File: src/design/vsp_pkg.sv
`timescale 1ns / 1ps

package vsp_pkg;

  localparam int FRAC_BITS_DEF = 16;
  localparam int CfgAddrBits = 3;

  typedef struct packed {
    logic              mode;
    logic [1:0]        matrix_select;
    logic [3:0]        element_index;
    logic signed [31:0] element_value;
    logic signed [31:0] point_x;
    logic signed [31:0] point_y;
    logic signed [31:0] point_z;
  } in_item_t;

  typedef struct packed {
    logic signed [31:0] screen_x;
    logic signed [31:0] screen_y;
    logic               w_zero;
  } out_item_t;

  typedef enum logic [3:0] {
    ST_IDLE,
    ST_MUL,
    ST_ACC,
    ST_WCHK,
    ST_DINIT,
    ST_DSTEP,
    ST_DEND,
    ST_VMUL,
    ST_VEND,
    ST_OUT
  } state_t;

  typedef enum logic [3:0] {
    OP_NONE,
    OP_WRITE,
    OP_LOAD_PT,
    OP_MUL,
    OP_ACC,
    OP_COPY,
    OP_DIV_INIT,
    OP_DIV_STEP,
    OP_DIV_END,
    OP_VP_MUL,
    OP_VP_END,
    OP_OUT
  } op_t;

  typedef struct packed {
    op_t        op;
    logic [1:0] stage;
    logic [1:0] row;
    logic [1:0] col;
    logic       sel;
  } cmd_t;

  typedef struct packed {
    logic w_is_zero;
    logic out_busy;
  } status_t;

  localparam logic MODE_LOAD  = 1'b0;
  localparam logic MODE_XFORM = 1'b1;

  localparam logic [1:0] SEL_MODEL  = 2'd0;
  localparam logic [1:0] SEL_VIEW   = 2'd1;
  localparam logic [1:0] SEL_PROJ   = 2'd2;
  localparam logic [1:0] SEL_UNUSED = 2'd3;

  function automatic logic signed [31:0] sat32(input logic signed [65:0] v);
    logic signed [31:0] r;
    if (v > 66'sd2147483647) begin
      r = 32'sh7FFFFFFF;
    end else if (v < -66'sd2147483648) begin
      r = 32'sh80000000;
    end else begin
      r = v[31:0];
    end
    return r;
  endfunction

endpackage

File: src/design/vsp_ctrl.sv
`timescale 1ns / 1ps

module vsp_ctrl #(
  parameter int FRAC_BITS = vsp_pkg::FRAC_BITS_DEF
) (
  input  logic            clk,
  input  logic            rst,
  input  logic            in_valid,
  input  logic            in_mode,
  output logic            in_stall,
  output vsp_pkg::cmd_t   cmd,
  input  vsp_pkg::status_t status
);
  import vsp_pkg::*;

  localparam int DW = 32 + FRAC_BITS;
  localparam int CW = $clog2(DW);
  localparam logic [5:0] LastTerm = 6'b10_11_11;

  state_t        state, state_next;
  logic [5:0]    term;
  logic [CW-1:0] dcnt;
  logic          sel;

  always_comb begin
    state_next = state;
    unique case (state)
      ST_IDLE:  if (in_valid && in_mode == MODE_XFORM) state_next = ST_MUL;
      ST_MUL:   state_next = ST_ACC;
      ST_ACC:   state_next = (term == LastTerm) ? ST_WCHK : ST_MUL;
      ST_WCHK:  state_next = status.w_is_zero ? ST_VMUL : ST_DINIT;
      ST_DINIT: state_next = ST_DSTEP;
      ST_DSTEP: if (dcnt == CW'(DW - 1)) state_next = ST_DEND;
      ST_DEND:  state_next = sel ? ST_VMUL : ST_DINIT;
      ST_VMUL:  state_next = ST_VEND;
      ST_VEND:  state_next = sel ? ST_OUT : ST_VMUL;
      ST_OUT:   if (!status.out_busy) state_next = ST_IDLE;
      default:  state_next = ST_IDLE;
    endcase
  end

  always_comb begin
    cmd.op    = OP_NONE;
    cmd.stage = term[5:4];
    cmd.row   = term[3:2];
    cmd.col   = term[1:0];
    cmd.sel   = sel;
    in_stall  = (state != ST_IDLE);
    unique case (state)
      ST_IDLE:  if (in_valid) cmd.op = (in_mode == MODE_XFORM) ? OP_LOAD_PT : OP_WRITE;
      ST_MUL:   cmd.op = OP_MUL;
      ST_ACC:   cmd.op = OP_ACC;
      ST_WCHK:  if (status.w_is_zero) cmd.op = OP_COPY;
      ST_DINIT: cmd.op = OP_DIV_INIT;
      ST_DSTEP: cmd.op = OP_DIV_STEP;
      ST_DEND:  cmd.op = OP_DIV_END;
      ST_VMUL:  cmd.op = OP_VP_MUL;
      ST_VEND:  cmd.op = OP_VP_END;
      ST_OUT:   if (!status.out_busy) cmd.op = OP_OUT;
      default:  cmd.op = OP_NONE;
    endcase
  end

  always_ff @(posedge clk) begin
    if (rst) begin
      state <= ST_IDLE;
      term  <= '0;
      dcnt  <= '0;
      sel   <= 1'b0;
    end else begin
      state <= state_next;
      unique case (state)
        ST_IDLE: begin
          term <= '0;
          sel  <= 1'b0;
        end
        ST_ACC:   term <= term + 6'd1;
        ST_WCHK:  sel <= 1'b0;
        ST_DINIT: dcnt <= '0;
        ST_DSTEP: dcnt <= dcnt + CW'(1);
        ST_DEND:  sel <= ~sel;
        ST_VEND:  sel <= 1'b1;
        default: begin
        end
      endcase
    end
  end

endmodule

File: config.mk
export PLATFORM = sky130hd
export DESIGN_NAME = vsp_ctrl
export DESIGN_NICKNAME = d
export VERILOG_FILES = /design/src/design/vsp_pkg.sv /design/src/design/vsp_ctrl.sv
export SDC_FILE = /design/constraint.sdc
export NUM_CORES = 1
export LEC_CHECK = 0
export ABC_AREA = 1
export BUFFER_PORTS_ARGS = -buffer_cell sky130_fd_sc_hd__buf_4
export CAP_MARGIN = 5
export CORE_MARGIN = 5
export CORE_UTILIZATION = 45
export CTS_CLUSTER_SIZE = 10
export DETAILED_ROUTE_END_ITERATION = 16
export GPL_TIMING_DRIVEN = 0
export PLACE_DENSITY = 0.67
export SYNTH_ARGS = -nofsm -noshare
export SYNTH_HDL_FRONTEND = slang
export SYNTH_SLANG_ARGS = --single-unit
File: constraint.sdc
create_clock -name clk -period 2.5 [get_ports clk]
set_clock_uncertainty 0.05 [all_clocks]
set_input_delay 0.25 -clock clk [delete_from_list [all_inputs] [get_ports clk]]
set_output_delay 0.25 -clock clk [all_outputs]
set_load 0.02 [all_outputs]
### After elaboration in Yosys (flattened, before gate mapping)

Cells that the tools add are included.
Widths: inputs -> output; s select.

* register bits after elaboration: 17
* bits of input ports: 6
* word-level logic and storage cells: 45

* reductions and logical operators: 8
* add/sub/neg operators: 2
* muxes and demuxes: 16
* equality and inequality tests: 14
* bitwise logic cells: 1

Operators by type and width (count)
* $pmux 4 s10: 2
* $pmux 6 s2: 2
* $mux 4: 5
* $eq 4x3->1 const B: 4
* $add 6x1->6 const B: 2
* $eq 6x6->1 const B: 2
* $mux 2: 5
* $eq 4x2->1 const B: 2
* $eq 4x4->1 const B: 2
* $ne 2x2->1 const B: 3
* $eq 4x1->1 const B: 1
* $logic_not 4->1: 1
* $reduce_bool 2->1: 2
* $reduce_bool 4->1: 1
* $mux 3: 1
* $pmux 1 s3: 1
* $reduce_and 3->1: 1
* $reduce_bool 3->1: 1
* $reduce_or 2->1: 1
* $logic_and 1x1->1: 1
* $not 1->1: 1

### Longest topological paths before layout

Gate-level depths: netlist (run 1).

* word-level depth: 3
* gate-level depth with buffers: 8
* mapped depth without buffers: 8

### Least setup slack after synthesis (run 1)

Ideal clock, no wire load.

* kind: flip-flop to output port
* start point: register state[3]
* end point: output cmd[8] (netlist name)
* setup slack: 0.967 ns
* required time: 2.200 ns
* stages on the path, launching flop included: 6
* path buffers: 0
* data arrival time: 1.233 ns
* cell sequence: dfxtp_1 inv_2 nand2_1 nor3_1 inv_1 o211ai_1

RTL lines
* from (decl): RTL line vsp_ctrl.sv:20 `state_t state, state_next;`
* from (signal assigned): RTL line vsp_ctrl.sv:71 `state <= state_next;`
* to (decl): RTL line vsp_ctrl.sv:11 `output vsp_pkg::cmd_t cmd,`

==> impl_metrics.csv, run 1 <==
group,metric,value,unit
synthesis,synth_cell_types,27,
synthesis,syn_area,0.001008,mm2
clock_tree,hold_buffers,0,
worst_setup_path,critPathCaptureType,"primary output",
sta,setup_viol,0,
synthesis,synthTopCellsByArea,"dfxtp_1, nand2_1, nand3_1",
clock_tree,cts_sinks,17,
pwr,pwr-share-comb,30.1,%
floorplan,fp-row-count,17,
cells_and_area,regArea,340.3,um2
global_routing,grtUsageTotal,15.64,%
pwr,pwr-share-seq,45.7,%
synthesis,synth_top_family_by_area,"simple AND/OR/NAND/NOR gates",
worst_setup_path,worst-setup-path-type,"flip-flop to primary output",
floorplan,coreArea,0.002170,mm2
detailed_routing,first_pass_iters,4,
clock_tree,htreeDepth,1,
sta,rsz0062_at_grt,"no",
floorplan,dieArea,0.003288,mm2
pwr,p_leak,0.5667,nW
synthesis,synth_common_cells,"nand2_1, dfxtp_1, nand3_1, nor2_1",
synthesis,synth.top_cell.area_share,33.75,%
sta,setup_slack,645.1,ps
sta,min_period,1855,ps
detailed_routing,num_vias,1053,
worst_setup_path,crit_fanout,3,
cells_and_area,final.fill_count,219,
clock_tree,insertion_delay,300,ps
placed_design,portBuffers,17,
synthesis,yosysMostFrequentCell,"nand2_1",
detailed_routing,drt_iter0_markers,21,
pwr,p_sw_share,35.99,%
sta,slew-limit-headroom,63.77,%
global_routing,overflow,0,
flow_run,max-cap-violations,0,
synthesis,synth_fa_ha_area_share,2.481,%
global_routing,grt_pass1_wl,3.995,mm
pwr,power,640.4,uW
global_routing,grt_pass1_vias,978,
clock_tree,cts_setup_buffers,0,
worst_setup_path,start_kind,"flip-flop",
global_routing,antenna_found_initial,0,
synthesis,synth_xor_area_share,0,%
global_routing,grt_max_degree,12,
synthesis,yosys.area.top_type,"dfxtp_1",
detailed_routing,post_drt_wl_per_cell,11.19,um
synthesis,ys_ff_latch,17,
placed_design,dp_slack,973.5,ps
sta,fin_tns_setup,0,ps
synthesis,syn-num-nets,163,
floorplan,die_h,57.34,um
detailed_routing,routed_wl,2.283,mm
pwr,peakVddDrop,0.3956,mV
synthesis,synth-async-reset-ratio,0,%
pwr,p_sw,230.4,uW
detailed_routing,post-route-drc-count,0,
floorplan,die_w,57.34,um
placed_design,gp_congestion,0.8131,
synthesis,yosys.area_share.simple,39.21,%
cells_and_area,n_antenna_cell,0,
synthesis,yosysSeqAreaShare,33.75,%
clock_tree,cts.clk_slew.worst_paths,110,ps
floorplan,start_util,46.48,%
detailed_routing,ant_nets,0,
clock_tree,post_cts_resized,0,
clock_tree,cts_tree,"yes",
synthesis,synth.avg_cell_area,6.506,um2
clock_tree,cts_root_buf,"clkbuf_4",
clock_tree,cts_buffers,3,
worst_setup_path,critPathRequiredTime,2200,ps
sta,worstMarginPinSlew,543.4,ps
synthesis,yosysWarnings,0,
floorplan,ios,18,
pwr,clkPwrFrac,24.2,%
synthesis,synth_edf_count,0,
synthesis,synth_compound_area_share,16.25,%
cells_and_area,area_delta_synth_final,19.11,%
synthesis,synthFlopType,"dfxtp_1",
placed_design,hpwl,1.801,mm
hold_path,hold_path_class,"input pin to flip-flop",
cells_and_area,drive_above_1_share,21.59,%
pwr,pwr_density_cell,533.1,mW/mm2
synthesis,synth_cells,155,
sta,maxSlewViolCount,0,
sta,hold_violations,0,
cells_and_area,nets,185,
sta,post-route-period-util,74.20,%
clock_tree,cts_buffer_depth,2,
cells_and_area,multi_input_area,584.3,um2
detailed_routing,vias_per_cell,5.162,
status,status,"finished clean",
sta,fmax,0.5391,GHz
pwr,internal-power,409.9,uW
worst_setup_path,arrival,1550,ps
synthesis,muxShareOfSynthArea,0,%
-- sequential cells by signal, indices dropped and copies added (netlist names) --
signal and cells:
dcnt 6, term 6, state 4, sel 1
-- power groups by stage --
| stage | clock network, mW | logic (mW) | registers, mW |
|---|---|---|---|
| after floorplan | 0 | 0.129 | 0.298 |
| after global routing | 0.171 | 0.214 | 0.296 |
| after detailed placement | 0 | 0.193 | 0.299 |
| after global placement | 0 | 0.192 | 0.299 |
| final | 0.155 | 0.192 | 0.293 |
| after CTS | 0.161 | 0.194 | 0.293 |
-- through the flow --
stage,util (%),std cells,area [um2],hold slack [ps]
after floorplan,-,155,1008,362.6
after global placement,53.98,200,1171,431.8
after detailed placement,53.98,200,1171,439.2
after CTS,55.36,204,1201,140.8
after global routing,55.36,204,1201,152.9
final,55.36,204,1201,149.3
-- worst max-delay path, cell delays in order, from the launching register on --
cell and delay (ps):
dfxtp_1 390, inv_2 100, nand2_1 50, nor3_1 220
inv_1 130, nor2_1 100, a21oi_1 70, nand2_1 60
buf_4 130
-- path summary, 6_finish.rpt --
kind | cells past startpoint | from | to | slack, ps
setup / recovery | 8 | state[3]$_SDFFE_PP0P_ | cmd[7] | 650
hold / removal | 4 | rst | term[5]$_SDFFE_PP0P_ | 150
setup reg to reg | 5 | state[3]$_SDFFE_PP0P_ | term[5]$_SDFFE_PP0P_ | 1110
hold reg to reg | 2 | dcnt[5]$_SDFFE_PP0P_ | dcnt[5]$_SDFFE_PP0P_ | 460
-- logic make-up (layout without fill, tap and decap cells) --
logic type | Yosys count | after routing
flops | 17 | 17
compound gates | 29 | 29
simple gates | 86 | 86
buf+inv | 21 | 42
fa+ha+maj | 2 | 2
-- layout by cell type, fill, tap and decap left out, types with 2 or more instances in the layout --
cell      instances
ha_1              2
o21ai_1           5
buf_4            18
clkbuf_4          3
o21ai_0           4
nand2_2           2
inv_1            12
nand4_1           2
a31oi_1           3
inv_2             5
nor2_1           14
dfxtp_1          17
nand2_1          42
a21oi_1          12
nor2_4            3
nand3_1          15
and2_1            2
nor2_2            3
o211ai_1          2
-- cell type report --
class | count | area share [%]
multi-input combinational | 117 | 48.65
sequential | 17 | 28.33
timing repair buffer | 17 | 10.62
inverter | 19 | 6.042
tap | 28 | 2.917
clock buffer | 3 | 1.875
buffer | 2 | 0.9375
clock inverter | 1 | 0.6250
-- layer usage --
metal / part of all wire (%) / track usage, % / vias to the layer above
li1: - / - / 551
met4: 4.2 / 11.59 / 0
met5: 0 / 0 / -
met3: 4.0 / 2.489 / 8
met1: 46 / 19.23 / 472
met2: 46 / 24.35 / 22
Note: power is estimated with default switching activity, not from simulation.
==> run 2: changes to the inputs <==
--- a/config.mk
+++ b/config.mk
@@ -13,7 +13,7 @@
 export CTS_CLUSTER_SIZE = 10
 export DETAILED_ROUTE_END_ITERATION = 16
 export GPL_TIMING_DRIVEN = 0
-export PLACE_DENSITY = 0.67
+export PLACE_DENSITY = 0.69
 export SYNTH_ARGS = -nofsm -noshare
 export SYNTH_HDL_FRONTEND = slang
 export SYNTH_SLANG_ARGS = --single-unit
==> constraint.sdc (replaced) <==
create_clock -name clk -period 1.5 [get_ports clk]
set_clock_uncertainty 0.05 [all_clocks]
set_input_delay 0.15 -clock clk [delete_from_list [all_inputs] [get_ports clk]]
set_output_delay 0.15 -clock clk [all_outputs]
set_load 0.02 [all_outputs]
==> impl_metrics.csv, run 2 (same netlist as run 1, synthesis figures left out) <==
group,metric,value,unit
status,status,"finished with violations",
status,violations,"negative setup slack",
cells_and_area,reg_top3,"dcnt (6), term (6), state (4)",
sta,setup_slack,-93.55,ps
global_routing,grt_max_degree,11,
pwr,p_sw,422.0,uW
clock_tree,insertion_delay,280,ps
worst_setup_path,arrival,1390,ps
floorplan,dieArea,0.003288,mm2
cells_and_area,nets,195,
placed_design,dp_slack,78.97,ps
sta,hold_violations,0,
placed_design,dpl_cell_area,0.001171,mm2
cells_and_area,drive_above_1_share,35.48,%
worst_setup_path,crit_chain,"buf_4, nor2_4, nand3b_1, nand2_1, inv_2, nand2_1, buf_6",
worst_setup_path,worst-setup-path-type,"flip-flop to primary output",
clock_tree,cts_buffers,3,
pwr,pwr-share-comb,37.5,%
pwr,pwr_density_cell,872.0,mW/mm2
worst_setup_path,worstReg2RegStart,"state[2]$_SDFFE_PP0P_",
hold_path,hold_path_class,"input pin to flip-flop",
floorplan,ios,18,
sta,min_period,1594,ps
worst_setup_path,rr_worst_depth,5,
worst_setup_path,critical-path-max-stage-delay,390,ps
placed_design,portBuffers,17,
global_routing,antenna_found_initial,0,
cells_and_area,mostFrequentLayoutCells,"nand2_1, buf_4, nand3_1",
worst_setup_path,critPathRequiredTime,1300,ps
worst_setup_path,rrSetupSlack,40,ps
clock_tree,cts_sinks,17,
clock_tree,cts_root_buf,"clkbuf_4",
pwr,clkPwrFrac,20.4,%
worst_setup_path,crit_path_frequent_cell,"nand2_1",
sta,rsz0062_at_grt,"yes",
clock_tree,cts.clk_slew.worst_paths,100,ps
worst_setup_path,cp_top_family,"simple AND/OR/NAND/NOR gates",
global_routing,grt_pass1_wl,4.209,mm
worst_setup_path,crit_start,"state[1]$_SDFFE_PP0P_",
floorplan,die_w,57.34,um
worst_setup_path,crit_fanout,5,
worst_setup_path,critPathCaptureType,"primary output",
global_routing,overflow,0,
sta,maxSlewViolCount,0,
cells_and_area,utilization,63.38,%
pwr,p_sw_share,35.20,%
detailed_routing,ant_nets,0,
floorplan,start_util,46.48,%
floorplan,die_h,57.34,um
cells_and_area,final_cell_area,0.001375,mm2
worst_setup_path,path_buf_inv,3,
pwr,internal-power,777.0,uW
sta,slew-limit-headroom,63.63,%
flow_run,max-cap-violations,0,
sta,setup_viol,4,
global_routing,grtUsageTotal,15.89,%
worst_setup_path,path_depth,7,
worst_setup_path,r2r-end,"term[5]$_SDFFE_PP0P_",
sta,fmax,0.6275,GHz
sta,post-route-period-util,106.2,%
detailed_routing,post_drt_wl_per_cell,12.57,um
clock_tree,cts_buffer_depth,2,
cells_and_area,layout_commonest_cell,"nand2_1",
detailed_routing,num_vias,1146,
cells_and_area,area_delta_synth_final,36.35,%
sta,worstMarginPinSlew,545.5,ps
floorplan,coreArea,0.002170,mm2
detailed_routing,post-route-drc-count,0,
worst_setup_path,cp-endpoint,"cmd[7]",
clock_tree,cts_tree,"yes",
pwr,peakVddDrop,0.6591,mV
worst_setup_path,cpMaxStageDelayCell,"dfxtp_4",
placed_design,hpwl,1.860,mm
detailed_routing,first_pass_iters,4,
sta,fin_tns_setup,-283.5,ps
floorplan,fp-row-count,17,
detailed_routing,drt_iter0_markers,34,
worst_setup_path,start_kind,"flip-flop",
placed_design,gp_congestion,0.8367,
pwr,p_leak,0.6468,nW
global_routing,grt_pass1_vias,1026,
clock_tree,hold_buffers,0,
pwr,pwr-share-seq,42.1,%
detailed_routing,routed_wl,2.689,mm
detailed_routing,vias_per_cell,5.355,
cells_and_area,n_antenna_cell,0,
clock_tree,htreeDepth,1,
-- run 2: changes by cell type in the layout (fill, tap and decap cells not counted), sizes merged --
cell,delta
buf,+10
clkbuf,+1
clkinv,-1
clkinvlp,-1
inv,+1
-- run 2: worst min-delay path by stage --
stage | from | to | slack [ps] | cells after the start
6_report | rst | term[5]$_SDFFE_PP0P_ | 70 | 4
5_1_grt | rst | term[5]$_SDFFE_PP0P_ | 60 | 4
4_1_cts | rst | term[5]$_SDFFE_PP0P_ | 60 | 4
3_5_place_dp | rst | term[5]$_SDFFE_PP0P_ | 380 | 4
3_3_place_gp | rst | term[5]$_SDFFE_PP0P_ | 370 | 4
2_1_floorplan | rst | term[5]$_SDFFE_PP0P_ | 260 | 3
-- run 2: through the flow --
stage / std cells / hold WS, ps / power (mW)
floorplan: 155 / 262.6 / 0.7118
global placement: 200 / 367.7 / 0.8163
detailed placement: 200 / 377.6 / 0.8212
CTS: 210 / 59.54 / 1.137
global route: 214 / 63.00 / 1.267
finish: 214 / 71.79 / 1.199
-- run 2: what timing repair did --
item | CTS | global route
buffers inserted | 6 | 4
cloned | 0 | 0
pin swaps | 7 | 0
gates resized for setup | 25 | 11
setup endpoints to repair | 5 | 6
-- run 2: per-layer routing --
| layer | routed length, um | global-route usage, % | part of all wire [%] | vias to the layer above |
|---|---|---|---|---|
| li1 | - | - | - | 572 |
| met2 | 1400 | 27.74 | 52 | 37 |
| met5 | 0 | 0 | 0 | - |
| met1 | 1096 | 18.74 | 41 | 531 |
| met4 | 40 | 6.623 | 1.5 | 0 |
| met3 | 152 | 3.167 | 5.7 | 6 |
-- run 2: area by class of cell --
class	instances	area, um2
Buffer	2	11.26
Clock buffer	4	26.28
Fill cell	206	794.5
Inverter	19	80.08
Multi-Input combinational cell	117	644.4
Sequential cell	17	356.6
Tap cell	28	35.03
Timing Repair Buffer	27	221.5
-- run 2: tightest hold or removal path: stages --
cell and delay, ps:
buf_4 90, nor2_1 40, o21ai_0 60, nor2_1 40
-- run 2: power by group through the flow --
stage | clock network, mW | logic [mW] | registers (mW)
2_1_floorplan | 0 | 0.214 | 0.497
3_3_place_gp | 0 | 0.319 | 0.498
3_5_place_dp | 0 | 0.322 | 0.499
4_1_cts | 0.251 | 0.390 | 0.496
5_1_grt | 0.280 | 0.480 | 0.507
6_report | 0.245 | 0.450 | 0.504
==> run 3: changes to the inputs <==
--- a/config.mk
+++ b/config.mk
@@ -14,6 +14,7 @@
 export DETAILED_ROUTE_END_ITERATION = 16
 export GPL_TIMING_DRIVEN = 0
 export PLACE_DENSITY = 0.69
+export RECOVER_POWER = 100
 export SYNTH_ARGS = -nofsm -noshare
 export SYNTH_HDL_FRONTEND = slang
 export SYNTH_SLANG_ARGS = --single-unit
==> impl_metrics.csv, run 3 (same netlist as run 1, synthesis figures left out) <==
group,metric,value,unit
global_routing,busiest_layer,"met2",
detailed_routing,num_vias,1133,
clock_tree,cts_buffers,3,
sta,fmax,0.6284,GHz
cells_and_area,layout_commonest_cell,"nand2_1",
clock_tree,hold_buffers,0,
worst_setup_path,crit_fanout,5,
global_routing,grt_pass1_wl,4.209,mm
global_routing,grt_use_met3,3.167,%
worst_setup_path,rr_worst_depth,5,
worst_setup_path,arrival,1390,ps
status,status,"finished with violations",
global_routing,overflow,0,
clock_tree,htreeDepth,1,
cells_and_area,nets,195,
floorplan,fp-row-count,17,
cells_and_area,area_delta_synth_final,34.12,%
sta,min_period,1591,ps
global_routing,grt_pass1_vias,1026,
floorplan,ios,18,
worst_setup_path,critPathRequiredTime,1300,ps
clock_tree,cts_sinks,17,
sta,slew-limit-headroom,63.24,%
flow_run,max-cap-violations,0,
placed_design,hpwl,1.860,mm
detailed_routing,first_pass_iters,4,
global_routing,antenna_found_initial,0,
placed_design,gp_congestion,0.8367,
global_routing,grtUsageTotal,15.89,%
global_routing,grt_util_met1,18.74,%
sta,maxSlewViolCount,0,
sta,setup_slack,-91.45,ps
status,violations,"negative setup slack",
floorplan,coreArea,0.002170,mm2
placed_design,dp_cells,200,
floorplan,die_w,57.34,um
hold_path,whs_path_depth,4,
sta,worstMarginPinSlew,551.3,ps
cells_and_area,drive_above_1_share,32.26,%
detailed_routing,post-route-drc-count,0,
worst_setup_path,worst-setup-path-type,"flip-flop to primary output",
floorplan,dieArea,0.003288,mm2
sta,hold_violations,0,
detailed_routing,ant_nets,0,
global_routing,use_met2,27.74,%
sta,setup_viol,4,
clock_tree,cts.clk_slew.worst_paths,100,ps
cells_and_area,n_antenna_cell,0,
sta,post-route-period-util,106.1,%
sta,whs,72.70,ps
clock_tree,cts_buffer_depth,2,
clock_tree,insertion_delay,280,ps
worst_setup_path,start_kind,"flip-flop",
worst_setup_path,critPathCaptureType,"primary output",
cells_and_area,multi_input_area,644.4,um2
detailed_routing,vias_per_cell,5.294,
cells_and_area,reg_top3,"dcnt (6), term (6), state (4)",
cells_and_area,final.fill_count,209,
clock_tree,cts_tree,"yes",
global_routing,grt_max_degree,11,
cells_and_area,mostFrequentLayoutCells,"nand2_1, buf_4, nand3_1",
pwr,p_leak,0.6206,nW
floorplan,start_util,46.48,%
floorplan,die_h,57.34,um
pwr,peakVddDrop,0.6582,mV
placed_design,portBuffers,17,
detailed_routing,drt_iter0_markers,34,
detailed_routing,post_drt_wl_per_cell,12.59,um
detailed_routing,routed_wl,2.695,mm
pwr,pwr_density_cell,885.2,mW/mm2
hold_path,hold_path_class,"input pin to flip-flop",
cells_and_area,regArea,356.6,um2
cells_and_area,stdcell_count,214,
clock_tree,cts_root_buf,"clkbuf_4",
sta,rsz0062_at_grt,"yes",
[run 3: per-stage QoR]
| step | instance area [um2] | setup TNS [ps] | worst slack (ps) | power, mW | utilization [%] |
|---|---|---|---|---|---|
| 2_1_floorplan | 1008 | 0 | 66.52 | 0.7118 | - |
| 3_3_place_gp | 1171 | 0 | 105.5 | 0.8163 | 53.98 |
| 3_5_place_dp | 1171 | 0 | 78.97 | 0.8212 | 53.98 |
| 4_1_cts | 1313 | -239.1 | -94.50 | 1.137 | 60.50 |
| 5_1_grt | 1353 | -663.6 | -151.9 | 1.264 | 62.34 |
| 6_report | 1353 | -274.9 | -91.45 | 1.197 | 62.34 |
[run 3: critical path, cell delays in order, from the launching register on]
cell and delay [ps]:
dfxtp_4 390, buf_4 140, nor2_4 130, nand3b_1 120, nand2_1 90, inv_2 40, nand2_1 70, buf_6 120
[run 3: final timing paths]
kind	start	end	slack (ps)
worst max-delay path	state[1]$_SDFFE_PP0P_	cmd[7]	-90
worst min-delay path	rst	term[5]$_SDFFE_PP0P_	70
worst max register to register	state[2]$_SDFFE_PP0P_	term[5]$_SDFFE_PP0P_	30
worst min register to register	dcnt[0]$_SDFFE_PP0P_	dcnt[0]$_SDFFE_PP0P_	430
[run 3: per-layer routing]
layer	share of wire (%)	routed length [um]
met2	52	1397
met5	0	0
met4	1.4	39
met3	4.2	112
met1	43	1146
[run 3: layout make-up]
cell class,count,share of cell area (%)
multi-input cells,117,47.64
flip-flops and latches,17,26.36
repair buffers,27,14.71
inverters,19,5.920
well taps,28,2.590
clock buffers,4,1.943
plain buffers,2,0.8326
[run 3: power breakdown]
| group | switching (mW) | internal [mW] | total (mW) |
|---|---|---|---|
| Sequential | 0.0379 | 0.466 | 0.504 |
| Clock | 0.141 | 0.103 | 0.245 |
| Combinational | 0.243 | 0.206 | 0.448 |
[run 3: what timing repair did]
action                     CTS  global route
gates resized for setup     25            11
pin swaps                    7             0
cloned                       0             0
setup endpoints to repair    5             6
setup buffers                6             4
